[src/sv/rssv_pkg.sv]
// types, constants and helper functions of the resonant sawtooth synth voice
package rssv_pkg;

   localparam int FRAC_W = 20;
   localparam int ENV_UPDATE_INTERVAL_DEF = 64;
   localparam int ONE_Q = 1 << FRAC_W;
   localparam int HALF_Q = ONE_Q / 2;
   localparam int AMP_FLOOR_Q = ONE_Q / 65536;
   localparam int MUL_A_W = 26;
   localparam int MUL_B_W = 32;
   localparam int PROD_W = MUL_A_W + MUL_B_W;
   localparam int FQ_W = PROD_W - FRAC_W;
   localparam int RECIP_SHIFT = 30;

   // log2(e), ln(2), 2/pi and pi/2 in Q.20
   localparam logic signed [MUL_B_W-1:0] LOG2E_Q = 32'sd1512775;
   localparam logic signed [MUL_B_W-1:0] LN2_Q = 32'sd726817;
   localparam logic signed [MUL_B_W-1:0] TWO_OVER_PI_Q = 32'sd667544;
   localparam logic signed [MUL_B_W-1:0] HALF_PI_Q = 32'sd1647099;

   typedef enum logic [1:0] {
      CMD_TICK = 2'd0,
      CMD_NOTE_ON = 2'd1,
      CMD_RELEASE = 2'd2,
      CMD_SILENCE = 2'd3
   } cmd_type;

   typedef enum logic [1:0] {
      AMP_ATTACK = 2'd0,
      AMP_RELEASE = 2'd1,
      AMP_HOLD = 2'd2
   } amp_mode_type;

   typedef enum logic [2:0] {
      CSR_CUTOFF_BASE = 3'd0,
      CSR_ENV_DEPTH = 3'd1,
      CSR_RESONANCE_INV = 3'd2,
      CSR_ENV_DECAY = 3'd3,
      CSR_ATTACK_RATE = 3'd4,
      CSR_RELEASE_RATE = 3'd5
   } csr_index_type;

   typedef enum logic [1:0] {
      ST_IDLE,
      ST_MUL,
      ST_WB,
      ST_EMIT
   } state_type;

   typedef enum logic [4:0] {
      OP_W_RI,
      OP_X_LOG2E,
      OP_FRAC_LN2,
      OP_EXP_TP,
      OP_EXP_DIV,
      OP_W2_COS,
      OP_U_HALFPI,
      OP_R_SQ,
      OP_COS_PC,
      OP_COS_PCDIV,
      OP_COS_PS,
      OP_COS_PSDIV,
      OP_R_PS,
      OP_COS_K,
      OP_K_SQ,
      OP_ENV_DECAY,
      OP_OSC_AMP,
      OP_A_D1,
      OP_B_D2,
      OP_C_V,
      OP_AMP
   } op_type;

   function automatic logic signed [23:0] sat24(input logic signed [FQ_W-1:0] v);
      logic signed [23:0] r;
      if (v > 38'sd8388607) r = 24'sh7FFFFF;
      else if (v < -38'sd8388608) r = 24'sh800000;
      else r = v[23:0];
      return r;
   endfunction

   function automatic logic [21:0] clamp22(input logic signed [FQ_W-1:0] v);
      logic [21:0] r;
      if (v < 38'sd0) r = '0;
      else if (v > 38'sd4194303) r = '1;
      else r = v[21:0];
      return r;
   endfunction

   // pitch steps of the top octave, Q.20
   function automatic logic [19:0] top_octave(input logic [3:0] idx);
      logic [19:0] r;
      case (idx)
         4'd0: r = 20'd398127;
         4'd1: r = 20'd421801;
         4'd2: r = 20'd446882;
         4'd3: r = 20'd473455;
         4'd4: r = 20'd501609;
         4'd5: r = 20'd531436;
         4'd6: r = 20'd563037;
         4'd7: r = 20'd596516;
         4'd8: r = 20'd631987;
         4'd9: r = 20'd669567;
         4'd10: r = 20'd709381;
         4'd11: r = 20'd751563;
         default: r = '0;
      endcase
      return r;
   endfunction

   function automatic logic [21:0] note_pitch(input logic [6:0] note);
      logic [3:0] oct;
      logic [6:0] rem;
      logic [3:0] sh;
      logic [20:0] rnd;
      oct = '0;
      for (int k = 1; k <= 10; k++) begin
         if (note >= 7'(12 * k)) oct = 4'(k);
      end
      rem = note - (7'(oct) * 7'd12);
      sh = 4'd10 - oct;
      if (sh == 4'd0) begin
         rnd = {1'b0, top_octave(rem[3:0])};
      end else begin
         rnd = ({1'b0, top_octave(rem[3:0])} + (21'd1 << (sh - 4'd1))) >> sh;
      end
      return {2'b00, rnd[19:0]};
   endfunction

   // ceil(2^30 / d) for the exp series, d = 8 down to 1
   function automatic logic signed [MUL_B_W-1:0] exp_recip(input logic [2:0] step);
      logic signed [MUL_B_W-1:0] r;
      unique case (step)
         3'd0: r = 32'sd134217728;
         3'd1: r = 32'sd153391690;
         3'd2: r = 32'sd178956971;
         3'd3: r = 32'sd214748365;
         3'd4: r = 32'sd268435456;
         3'd5: r = 32'sd357913942;
         3'd6: r = 32'sd536870912;
         3'd7: r = 32'sd1073741824;
      endcase
      return r;
   endfunction

   // cosine series divisors 132, 90, 56, 30, 12, 2
   function automatic logic signed [MUL_B_W-1:0] cos_pc_recip(input logic [2:0] step);
      logic signed [MUL_B_W-1:0] r;
      case (step)
         3'd0: r = 32'sd8134408;
         3'd1: r = 32'sd11930465;
         3'd2: r = 32'sd19173962;
         3'd3: r = 32'sd35791395;
         3'd4: r = 32'sd89478486;
         3'd5: r = 32'sd536870912;
         default: r = '0;
      endcase
      return r;
   endfunction

   // sine series divisors 156, 110, 72, 42, 20, 6
   function automatic logic signed [MUL_B_W-1:0] cos_ps_recip(input logic [2:0] step);
      logic signed [MUL_B_W-1:0] r;
      case (step)
         3'd0: r = 32'sd6882961;
         3'd1: r = 32'sd9761290;
         3'd2: r = 32'sd14913081;
         3'd3: r = 32'sd25565282;
         3'd4: r = 32'sd53687092;
         3'd5: r = 32'sd178956971;
         default: r = '0;
      endcase
      return r;
   endfunction

endpackage

[src/sv/resonant_saw_synth_voice.sv]
// One synth voice: sawtooth oscillator, attack/release amplifier and a two-pole resonant
// low-pass filter whose coefficients follow a decaying envelope. Note on, release and
// silence transactions only update voice state. A sample tick gives one sample; a tick
// that refreshes the filter coefficients (the first after reset, after note on, after a
// release with refresh set, and every ENV_UPDATE_INTERVAL ticks) runs the refresh products
// first. Every product goes through one shared 26x32 multiplier: 5 products for a sample,
// 50 more for a coefficient refresh (exp and cos series, constant divisions done as
// reciprocal products). A new transaction is taken while a finished sample still waits
// on the output register.
module resonant_saw_synth_voice #(
   parameter int ENV_UPDATE_INTERVAL = rssv_pkg::ENV_UPDATE_INTERVAL_DEF
) (
   input  logic                clock,
   input  logic                reset,
   input  logic                req_valid,
   output logic                req_ready,
   input  logic [1:0]          req_cmd,
   input  logic [6:0]          req_note,
   input  logic                req_refresh,
   output logic                rsp_valid,
   input  logic                rsp_ready,
   output logic signed [23:0]  rsp_sample,
   input  logic                csr_we,
   input  logic [2:0]          csr_index,
   input  logic [21:0]         csr_wdata
);
   import rssv_pkg::*;

   localparam int CNT_W = $clog2(ENV_UPDATE_INTERVAL + 1);
   localparam logic [CNT_W-1:0] CNT_MAX = CNT_W'(ENV_UPDATE_INTERVAL);

   // configuration
   logic [21:0] cutoff_base_ff, env_depth_ff, resonance_inv_ff;
   logic [20:0] env_decay_ff, attack_rate_ff, release_rate_ff;

   // voice state
   logic signed [23:0] osc_phase_ff;
   logic [21:0]        pitch_step_ff;
   logic [21:0]        amp_level_ff;
   amp_mode_type       amp_mode_ff;
   logic [21:0]        env_sweep_ff;
   logic signed [23:0] coef_a_ff, coef_b_ff, coef_c_ff;
   logic signed [23:0] delay_one_ff, delay_two_ff;
   logic [CNT_W-1:0]   update_count_ff;

   // sequencer
   state_type state_ff, state_in;
   op_type    op_ff, op_in;
   logic      rsp_valid_ff;
   logic signed [23:0] rsp_sample_ff;

   // scratch
   logic [22:0]        wsum_ff;
   logic [24:0]        x_ff;
   logic [5:0]         expn_ff;
   logic [19:0]        frac_ff;
   logic [19:0]        t_ff;
   logic [21:0]        quo_ff;
   logic [20:0]        pser_ff;
   logic [20:0]        kval_ff;
   logic [1:0]         quad_ff;
   logic [20:0]        rval_ff;
   logic [21:0]        r2_ff;
   logic signed [21:0] pc_ff, ps_ff, cosv_ff;
   logic signed [22:0] vval_ff;
   logic signed [28:0] acc_ff;
   logic signed [23:0] y_ff;
   logic [2:0]         step_ff;
   logic signed [PROD_W-1:0] prod_ff;

   // shared multiplier
   logic signed [MUL_A_W-1:0] mul_a;
   logic signed [MUL_B_W-1:0] mul_b;
   logic signed [PROD_W-1:0]  prod;
   logic signed [PROD_W-1:0]  prod_adj;
   logic signed [FQ_W-1:0]    fq;
   logic [21:0]               dq;

   logic signed [22:0] one_minus_dq;
   logic [20:0]        k_next;
   logic signed [21:0] sval;
   logic signed [21:0] cos_sel;
   logic signed [23:0] coef_b_new, coef_c_new;
   logic signed [23:0] sample_new;
   logic signed [24:0] osc_sum;
   logic signed [23:0] osc_next;
   logic signed [23:0] half_minus_amp;
   logic [21:0]        amp_att, amp_rel;
   logic               accept;
   logic               emit_go;

   assign accept = req_valid && req_ready;
   assign emit_go = (state_ff == ST_EMIT) && (!rsp_valid_ff || rsp_ready);
   assign rsp_valid = rsp_valid_ff;
   assign rsp_sample = rsp_sample_ff;

   assign prod = mul_a * mul_b;
   // product scaled back to Q.20, truncated toward zero
   assign prod_adj = prod_ff + (prod_ff[PROD_W-1] ? PROD_W'(ONE_Q - 1) : PROD_W'(0));
   assign fq = prod_adj[PROD_W-1:FRAC_W];
   // quotient of a reciprocal product
   assign dq = prod_ff[RECIP_SHIFT+21:RECIP_SHIFT];

   assign one_minus_dq = 23'(ONE_Q) - $signed({1'b0, dq});
   assign k_next = (expn_ff >= 6'd22) ? 21'd0 : (one_minus_dq[20:0] >> expn_ff);
   assign sval = fq[21:0];
   assign coef_b_new = sat24(-fq);
   assign coef_c_new = sat24(FQ_W'(ONE_Q) - FQ_W'(coef_a_ff) - FQ_W'(coef_b_new));
   assign sample_new = sat24(FQ_W'(acc_ff) + fq);
   assign osc_sum = 25'(osc_phase_ff) + $signed({3'b000, pitch_step_ff});
   assign osc_next = (osc_sum > 25'(HALF_Q)) ? 24'(osc_sum - 25'(ONE_Q)) : osc_sum[23:0];
   assign half_minus_amp = 24'(HALF_Q) - $signed({2'b00, amp_level_ff});
   assign amp_att = clamp22(FQ_W'($signed({1'b0, amp_level_ff})) + fq);
   assign amp_rel = clamp22(fq);

   always_comb begin
      unique case (quad_ff)
         2'd0: cos_sel = pc_ff;
         2'd1: cos_sel = -sval;
         2'd2: cos_sel = -pc_ff;
         2'd3: cos_sel = sval;
      endcase
   end

   // next state and next operation
   always_comb begin
      state_in = state_ff;
      op_in = op_ff;
      unique case (state_ff)
         ST_IDLE: begin
            if (accept && cmd_type'(req_cmd) == CMD_TICK) begin
               state_in = ST_MUL;
               op_in = (update_count_ff >= CNT_MAX) ? OP_W_RI : OP_OSC_AMP;
            end
         end
         ST_MUL: begin
            state_in = ST_WB;
         end
         ST_WB: begin
            state_in = ST_MUL;
            unique case (op_ff)
               OP_W_RI:      op_in = OP_X_LOG2E;
               OP_X_LOG2E:   op_in = OP_FRAC_LN2;
               OP_FRAC_LN2:  op_in = OP_EXP_TP;
               OP_EXP_TP:    op_in = OP_EXP_DIV;
               OP_EXP_DIV:   op_in = (step_ff == 3'd7) ? OP_W2_COS : OP_EXP_TP;
               OP_W2_COS:    op_in = OP_U_HALFPI;
               OP_U_HALFPI:  op_in = OP_R_SQ;
               OP_R_SQ:      op_in = OP_COS_PC;
               OP_COS_PC:    op_in = OP_COS_PCDIV;
               OP_COS_PCDIV: op_in = OP_COS_PS;
               OP_COS_PS:    op_in = OP_COS_PSDIV;
               OP_COS_PSDIV: op_in = (step_ff == 3'd5) ? OP_R_PS : OP_COS_PC;
               OP_R_PS:      op_in = OP_COS_K;
               OP_COS_K:     op_in = OP_K_SQ;
               OP_K_SQ:      op_in = OP_ENV_DECAY;
               OP_ENV_DECAY: op_in = OP_OSC_AMP;
               OP_OSC_AMP:   op_in = OP_A_D1;
               OP_A_D1:      op_in = OP_B_D2;
               OP_B_D2:      op_in = OP_C_V;
               OP_C_V:       op_in = OP_AMP;
               OP_AMP: begin
                  state_in = ST_EMIT;
               end
            endcase
         end
         ST_EMIT: begin
            if (emit_go) state_in = ST_IDLE;
         end
      endcase
   end

   // handshake and multiplier operands
   always_comb begin
      req_ready = (state_ff == ST_IDLE);
      mul_a = '0;
      mul_b = '0;
      unique case (op_ff)
         OP_W_RI: begin
            mul_a = {3'b000, wsum_ff};
            mul_b = {10'd0, resonance_inv_ff};
         end
         OP_X_LOG2E: begin
            mul_a = {1'b0, x_ff};
            mul_b = LOG2E_Q;
         end
         OP_FRAC_LN2: begin
            mul_a = {6'd0, frac_ff};
            mul_b = LN2_Q;
         end
         OP_EXP_TP: begin
            mul_a = {6'd0, t_ff};
            mul_b = {11'd0, pser_ff};
         end
         OP_EXP_DIV: begin
            mul_a = {4'd0, quo_ff};
            mul_b = exp_recip(step_ff);
         end
         OP_W2_COS: begin
            mul_a = {2'b00, wsum_ff, 1'b0};
            mul_b = TWO_OVER_PI_Q;
         end
         OP_U_HALFPI: begin
            mul_a = {6'd0, frac_ff};
            mul_b = HALF_PI_Q;
         end
         OP_R_SQ: begin
            mul_a = {5'd0, rval_ff};
            mul_b = {11'd0, rval_ff};
         end
         OP_COS_PC: begin
            mul_a = {4'd0, r2_ff};
            mul_b = {{10{pc_ff[21]}}, pc_ff};
         end
         OP_COS_PCDIV: begin
            mul_a = {4'd0, quo_ff};
            mul_b = cos_pc_recip(step_ff);
         end
         OP_COS_PS: begin
            mul_a = {4'd0, r2_ff};
            mul_b = {{10{ps_ff[21]}}, ps_ff};
         end
         OP_COS_PSDIV: begin
            mul_a = {4'd0, quo_ff};
            mul_b = cos_ps_recip(step_ff);
         end
         OP_R_PS: begin
            mul_a = {5'd0, rval_ff};
            mul_b = {{10{ps_ff[21]}}, ps_ff};
         end
         OP_COS_K: begin
            mul_a = {{4{cosv_ff[21]}}, cosv_ff};
            mul_b = {11'd0, kval_ff};
         end
         OP_K_SQ: begin
            mul_a = {5'd0, kval_ff};
            mul_b = {11'd0, kval_ff};
         end
         OP_ENV_DECAY: begin
            mul_a = {4'd0, env_sweep_ff};
            mul_b = {11'd0, env_decay_ff};
         end
         OP_OSC_AMP: begin
            mul_a = {{2{osc_phase_ff[23]}}, osc_phase_ff};
            mul_b = {10'd0, amp_level_ff};
         end
         OP_A_D1: begin
            mul_a = {{2{coef_a_ff[23]}}, coef_a_ff};
            mul_b = {{8{delay_one_ff[23]}}, delay_one_ff};
         end
         OP_B_D2: begin
            mul_a = {{2{coef_b_ff[23]}}, coef_b_ff};
            mul_b = {{8{delay_two_ff[23]}}, delay_two_ff};
         end
         OP_C_V: begin
            mul_a = {{2{coef_c_ff[23]}}, coef_c_ff};
            mul_b = {{9{vval_ff[22]}}, vval_ff};
         end
         OP_AMP: begin
            if (amp_mode_ff == AMP_RELEASE) begin
               mul_a = {4'd0, amp_level_ff};
               mul_b = {11'd0, release_rate_ff};
            end else begin
               mul_a = {{2{half_minus_amp[23]}}, half_minus_amp};
               mul_b = {11'd0, attack_rate_ff};
            end
         end
      endcase
   end

   // control, configuration and voice state
   always_ff @(posedge clock) begin
      if (reset) begin
         state_ff <= ST_IDLE;
         op_ff <= OP_W_RI;
         rsp_valid_ff <= 1'b0;
         cutoff_base_ff <= '0;
         env_depth_ff <= '0;
         resonance_inv_ff <= 22'd3481375;
         env_decay_ff <= '0;
         attack_rate_ff <= 21'd58656;
         release_rate_ff <= 21'd1047501;
         osc_phase_ff <= '0;
         pitch_step_ff <= '0;
         amp_level_ff <= '0;
         amp_mode_ff <= AMP_HOLD;
         env_sweep_ff <= '0;
         coef_a_ff <= '0;
         coef_b_ff <= '0;
         coef_c_ff <= '0;
         delay_one_ff <= '0;
         delay_two_ff <= '0;
         update_count_ff <= CNT_MAX;
      end else begin
         state_ff <= state_in;
         op_ff <= op_in;

         if (csr_we) begin
            case (csr_index_type'(csr_index))
               CSR_CUTOFF_BASE:   cutoff_base_ff <= csr_wdata;
               CSR_ENV_DEPTH:     env_depth_ff <= csr_wdata;
               CSR_RESONANCE_INV: resonance_inv_ff <= csr_wdata;
               CSR_ENV_DECAY:     env_decay_ff <= csr_wdata[20:0];
               CSR_ATTACK_RATE:   attack_rate_ff <= csr_wdata[20:0];
               CSR_RELEASE_RATE:  release_rate_ff <= csr_wdata[20:0];
               default: ;
            endcase
         end

         if (accept) begin
            unique case (cmd_type'(req_cmd))
               CMD_TICK: ;
               CMD_NOTE_ON: begin
                  pitch_step_ff <= note_pitch(req_note);
                  amp_mode_ff <= AMP_ATTACK;
                  env_sweep_ff <= env_depth_ff;
                  update_count_ff <= CNT_MAX;
               end
               CMD_RELEASE: begin
                  amp_mode_ff <= AMP_RELEASE;
                  if (req_refresh) update_count_ff <= CNT_MAX;
               end
               CMD_SILENCE: begin
                  amp_mode_ff <= AMP_HOLD;
               end
            endcase
         end

         if (state_ff == ST_WB) begin
            case (op_ff)
               OP_COS_K: coef_a_ff <= sat24($signed({fq[FQ_W-2:0], 1'b0}));
               OP_K_SQ: begin
                  coef_b_ff <= coef_b_new;
                  coef_c_ff <= coef_c_new;
               end
               OP_ENV_DECAY: begin
                  env_sweep_ff <= clamp22(fq);
                  update_count_ff <= '0;
               end
               OP_C_V: begin
                  delay_two_ff <= delay_one_ff;
                  delay_one_ff <= sample_new;
                  update_count_ff <= update_count_ff + CNT_W'(1);
                  osc_phase_ff <= osc_next;
               end
               OP_AMP: begin
                  if (amp_mode_ff == AMP_ATTACK) begin
                     amp_level_ff <= amp_att;
                  end else if (amp_mode_ff == AMP_RELEASE) begin
                     // release floors to silence
                     if (amp_rel < 22'(AMP_FLOOR_Q)) begin
                        amp_level_ff <= '0;
                        amp_mode_ff <= AMP_HOLD;
                     end else begin
                        amp_level_ff <= amp_rel;
                     end
                  end
               end
               default: ;
            endcase
         end

         if (emit_go) rsp_valid_ff <= 1'b1;
         else if (rsp_valid_ff && rsp_ready) rsp_valid_ff <= 1'b0;
      end
   end

   // datapath scratch registers
   always_ff @(posedge clock) begin
      if (accept) wsum_ff <= {1'b0, cutoff_base_ff} + {1'b0, env_sweep_ff};
      if (state_ff == ST_MUL) prod_ff <= prod;
      if (emit_go) rsp_sample_ff <= y_ff;
      if (state_ff == ST_WB) begin
         case (op_ff)
            OP_W_RI: x_ff <= fq[24:0];
            OP_X_LOG2E: begin
               expn_ff <= fq[25:20];
               frac_ff <= fq[19:0];
            end
            OP_FRAC_LN2: begin
               t_ff <= fq[19:0];
               pser_ff <= 21'(ONE_Q);
               step_ff <= '0;
            end
            OP_EXP_TP: quo_ff <= fq[21:0];
            OP_EXP_DIV: begin
               pser_ff <= one_minus_dq[20:0];
               kval_ff <= k_next;
               step_ff <= step_ff + 3'd1;
            end
            OP_W2_COS: begin
               quad_ff <= fq[21:20];
               frac_ff <= fq[19:0];
            end
            OP_U_HALFPI: rval_ff <= fq[20:0];
            OP_R_SQ: begin
               r2_ff <= fq[21:0];
               pc_ff <= 22'(ONE_Q);
               ps_ff <= 22'(ONE_Q);
               step_ff <= '0;
            end
            OP_COS_PC: quo_ff <= fq[21:0];
            OP_COS_PCDIV: pc_ff <= one_minus_dq[21:0];
            OP_COS_PS: quo_ff <= fq[21:0];
            OP_COS_PSDIV: begin
               ps_ff <= one_minus_dq[21:0];
               step_ff <= step_ff + 3'd1;
            end
            OP_R_PS: cosv_ff <= cos_sel;
            OP_OSC_AMP: vval_ff <= fq[22:0];
            OP_A_D1: acc_ff <= fq[28:0];
            OP_B_D2: acc_ff <= acc_ff + fq[28:0];
            OP_C_V: y_ff <= sample_new;
            default: ;
         endcase
      end
   end

endmodule

[config.mk]
export PLATFORM = sky130hd
export DESIGN_NAME = resonant_saw_synth_voice
export DESIGN_NICKNAME = d
export VERILOG_FILES = /design/src/sv/rssv_pkg.sv /design/src/sv/resonant_saw_synth_voice.sv
export SDC_FILE = /design/constraint.sdc
export NUM_CORES = 2
export LEC_CHECK = 0
export ABC_AREA = 1
export BUFFER_PORTS_ARGS = -buffer_cell sky130_fd_sc_hd__buf_2
export CORE_ASPECT_RATIO = 1.5
export CORE_UTILIZATION = 43
export DETAILED_ROUTE_END_ITERATION = 8
export SKIP_CTS_REPAIR_TIMING = 1
export SLEW_MARGIN = 10
export SYNTH_ARGS = -nofsm -noshare
export SYNTH_HDL_FRONTEND = slang
export SYNTH_SLANG_ARGS = --single-unit
[constraint.sdc]
create_clock -name clock -period 26.1 [get_ports clock]
set_clock_uncertainty 0.2 [all_clocks]
set_input_delay 5.22 -clock clock [delete_from_list [all_inputs] [get_ports clock]]
set_output_delay 5.22 -clock clock [all_outputs]
set_load 0.01 [all_outputs]
==> flow_metrics.tcl <==
set metrics [dict create \
    wl_per_cell_um 29.3 \
    setup_tns_ns 0 \
    pin_count 66 \
    ant_nets 0 \
    grt-busiest-layer "met2" \
    antenna_found_initial 24 \
    synth_top_area_cell "fa_1" \
    gp_congestion 1.07 \
    grt_util_met1_pct 39.3 \
    mostFrequentLayoutCells "nand2_1 (2239), inv_1 (1694), nor2_1 (926)" \
    hp-class "register to register" \
    fin_nets 11026 \
    mostFrequentLayoutCell "nand2_1" \
    fin_crit_ns 12.69 \
    instances_no_fill 12144 \
    synth.cell_area_um2 77100 \
    final_area_um2 83600 \
    timing.critical_path.arrival_ns 12.96 \
    vias 69982 \
    violations "capacitance limit" \
    critPathMostFrequentCell "inv_1" \
    r2r_slack_ns 13.41 \
    cts_max_level 3 \
    min_period_over_period_pct 48.6 \
    syn-num-nets 11062 \
    grt_pass1_wl_um 502000 \
    r2r_cells 39 \
    place_hpwl_um 282000 \
    cpMaxStageDelayCell "fa_1" \
    numClockSinks 797 \
    max_cap_violations 1 \
    outcome "finished with violations" \
    postSynthAreaPerCell_um2 7.88 \
    grt_overflow 0 \
    drtIter0Drc 6506 \
    io_buffer_count 65 \
    slowest_delay_ns 0.85 \
    async_flop_share_pct 0 \
    insertion_delay_ns 0.74 \
    core-area_um2 178000 \
    wl_um 356000 \
    startpoint_type "register" \
    ys_ff_latch 797 \
    vias_per_cell 5.76 \
    numPlacedInstances 11963 \
    yosysWarnings 0 \
    hold_viol 0 \
    synthCells 9783 \
    drt_first_pass_iters 7 \
    setup_viol 0 \
    drive_gt1_share_pct 5.63 \
    grt_max_degree 100 \
    die-width_um 348 \
    clk_path_buf_depth 3 \
    worstSetupPathType "register to register" \
    cts_tree "yes" \
    clockRootBuffer "clkbuf_16" \
    use_met2_pct 66.5 \
    worstMarginPinSlew_ns 1.48 \
    synth_top_area_share_pct 22.4 \
    die-area_um2 181000 \
    drv_slew 0 \
    rsz0062_at_grt "false" \
    synthTopCellsByArea "fa_1 (22%), edfxtp_1 (17%), nand2_1 (11%), dfxtp_1 (9.5%), inv_1 (8.3%)" \
    endpoint_kind "register" \
    synth_edf_count 430 \
    area_delta_synth_final_pct 8.38 \
    path_clk_slew_ns 0.06 \
    use_met3_pct 7.32 \
    holdWs_ns 0.215 \
    synth_cell_type_count 68 \
    r2r_start "op_ff[0]" \
    critPathMaxFanout 18 \
    std_cell_rows 190 \
    die_height_um 521 \
    yosysSeqAreaShare_pct 26.3 \
    drc 0 \
    grt_use_total_pct 39.2 \
    r2r_end "prod_ff[57]" \
    grt_pass1_vias 70491 \
    max_freq_mhz 78.8 \
    postPlaceCellArea_um2 80500 \
    max_slew_margin_pct 1.41 \
    synthFlopType "edfxtp_1" \
    critPathLaunch "op_ff[0]" \
    crit_path_end "prod_ff[57]" \
    cts_buffers 82 \
    cp_data_required_time_ns 26.37 \
    initial_core_util_pct 43.2 \
]
[final cells by class]
cell class / count / area (um2)
fillers: 17789 / 94700
clock inverters: 49 / 728
diodes: 23 / 57.6
inverters: 1741 / 6540
repair buffers: 266 / 1840
multi-input cells: 6859 / 49000
well taps: 2304 / 2880
flip-flops and latches: 797 / 20300
clock buffers: 105 / 2250
[sequential cells by signal, summed over array words and instances, names as in the netlist, 22 cells and up, named ones only]
signal	flops
quo_ff	22
coef_b_ff	24
amp_level_ff	22
coef_c_ff	24
ps_ff	22
r2_ff	22
acc_ff	29
osc_phase_ff	24
cutoff_base_ff	22
x_ff	25
delay_two_ff	24
rsp_sample	24
env_sweep_ff	22
coef_a_ff	24
vval_ff	23
pc_ff	22
y_ff	24
delay_one_ff	24
wsum_ff	23
prod_ff	58
cosv_ff	22
env_depth_ff	22
resonance_inv_ff	22
[per-layer routing]
layer  vias to the layer above  share of wire, %  routed length (um)
li1                      31032                 -                   -
met1                     34514                32              115000
met2                      3201                49              173000
met3                      1229               6.5               23200
met4                         6                12               44300
met5                         -             0.011                  39
[per-stage QoR]
stage                     util (%)  worst slack, ns
after floorplan                  -            14.94
after global placement        45.1            13.07
after detailed placement      45.1            13.27
after CTS                     46.8            13.78
after global routing          46.8            12.99
final                         46.9            13.41
[worst max-delay path, delay by kind of cell (launching register included)]
family | cells | cell delay [ns]
xor+xnor | 1 | 0.16
fa+ha+maj | 8 | 4.22
simple gates | 12 | 2.28
flops | 1 | 0.38
compound gates | 5 | 1.41
buf+inv | 13 | 3.69
[cell families after synthesis]
| family | synth area share (%) |
|---|---|
| buf+inv | 10.5 |
| simple gates | 20.2 |
| compound gates | 11.5 |
| fa+ha+maj | 28.5 |
| mux | 0.117 |
| flops | 26.3 |
| xor+xnor | 2.93 |
[cells in the mapped netlist (all sizes together) (51+ instances only)]
cell and n:
nand4 93, inv 1719, nand2 2254, nor3 101, o2111ai 51, dfxtp 367
ha 378, xnor2 90, o21ai 584, edfxtp 430, clkbuf 313, fa 861
buf 73, xor2 159, nand3 348, nor2 966, a21oi 523, a221oi 62
[how the worst min path moves through the flow]
stage,from,end,slack [ns],depth (start not counted)
2_1_floorplan,y_ff[0],rsp_sample[0],0.20,0
3_3_place_gp,y_ff[15],rsp_sample[15],0.20,0
3_5_place_dp,y_ff[19],rsp_sample[19],0.20,0
4_1_cts,y_ff[8],rsp_sample[8],0.22,0
5_1_grt,y_ff[1],rsp_sample[1],0.22,0
6_report,y_ff[8],rsp_sample[8],0.21,0
Power is left out: the tool's default activity adds up to more than one toggle a clock period on the data nets, which glitch-free logic cannot reach.
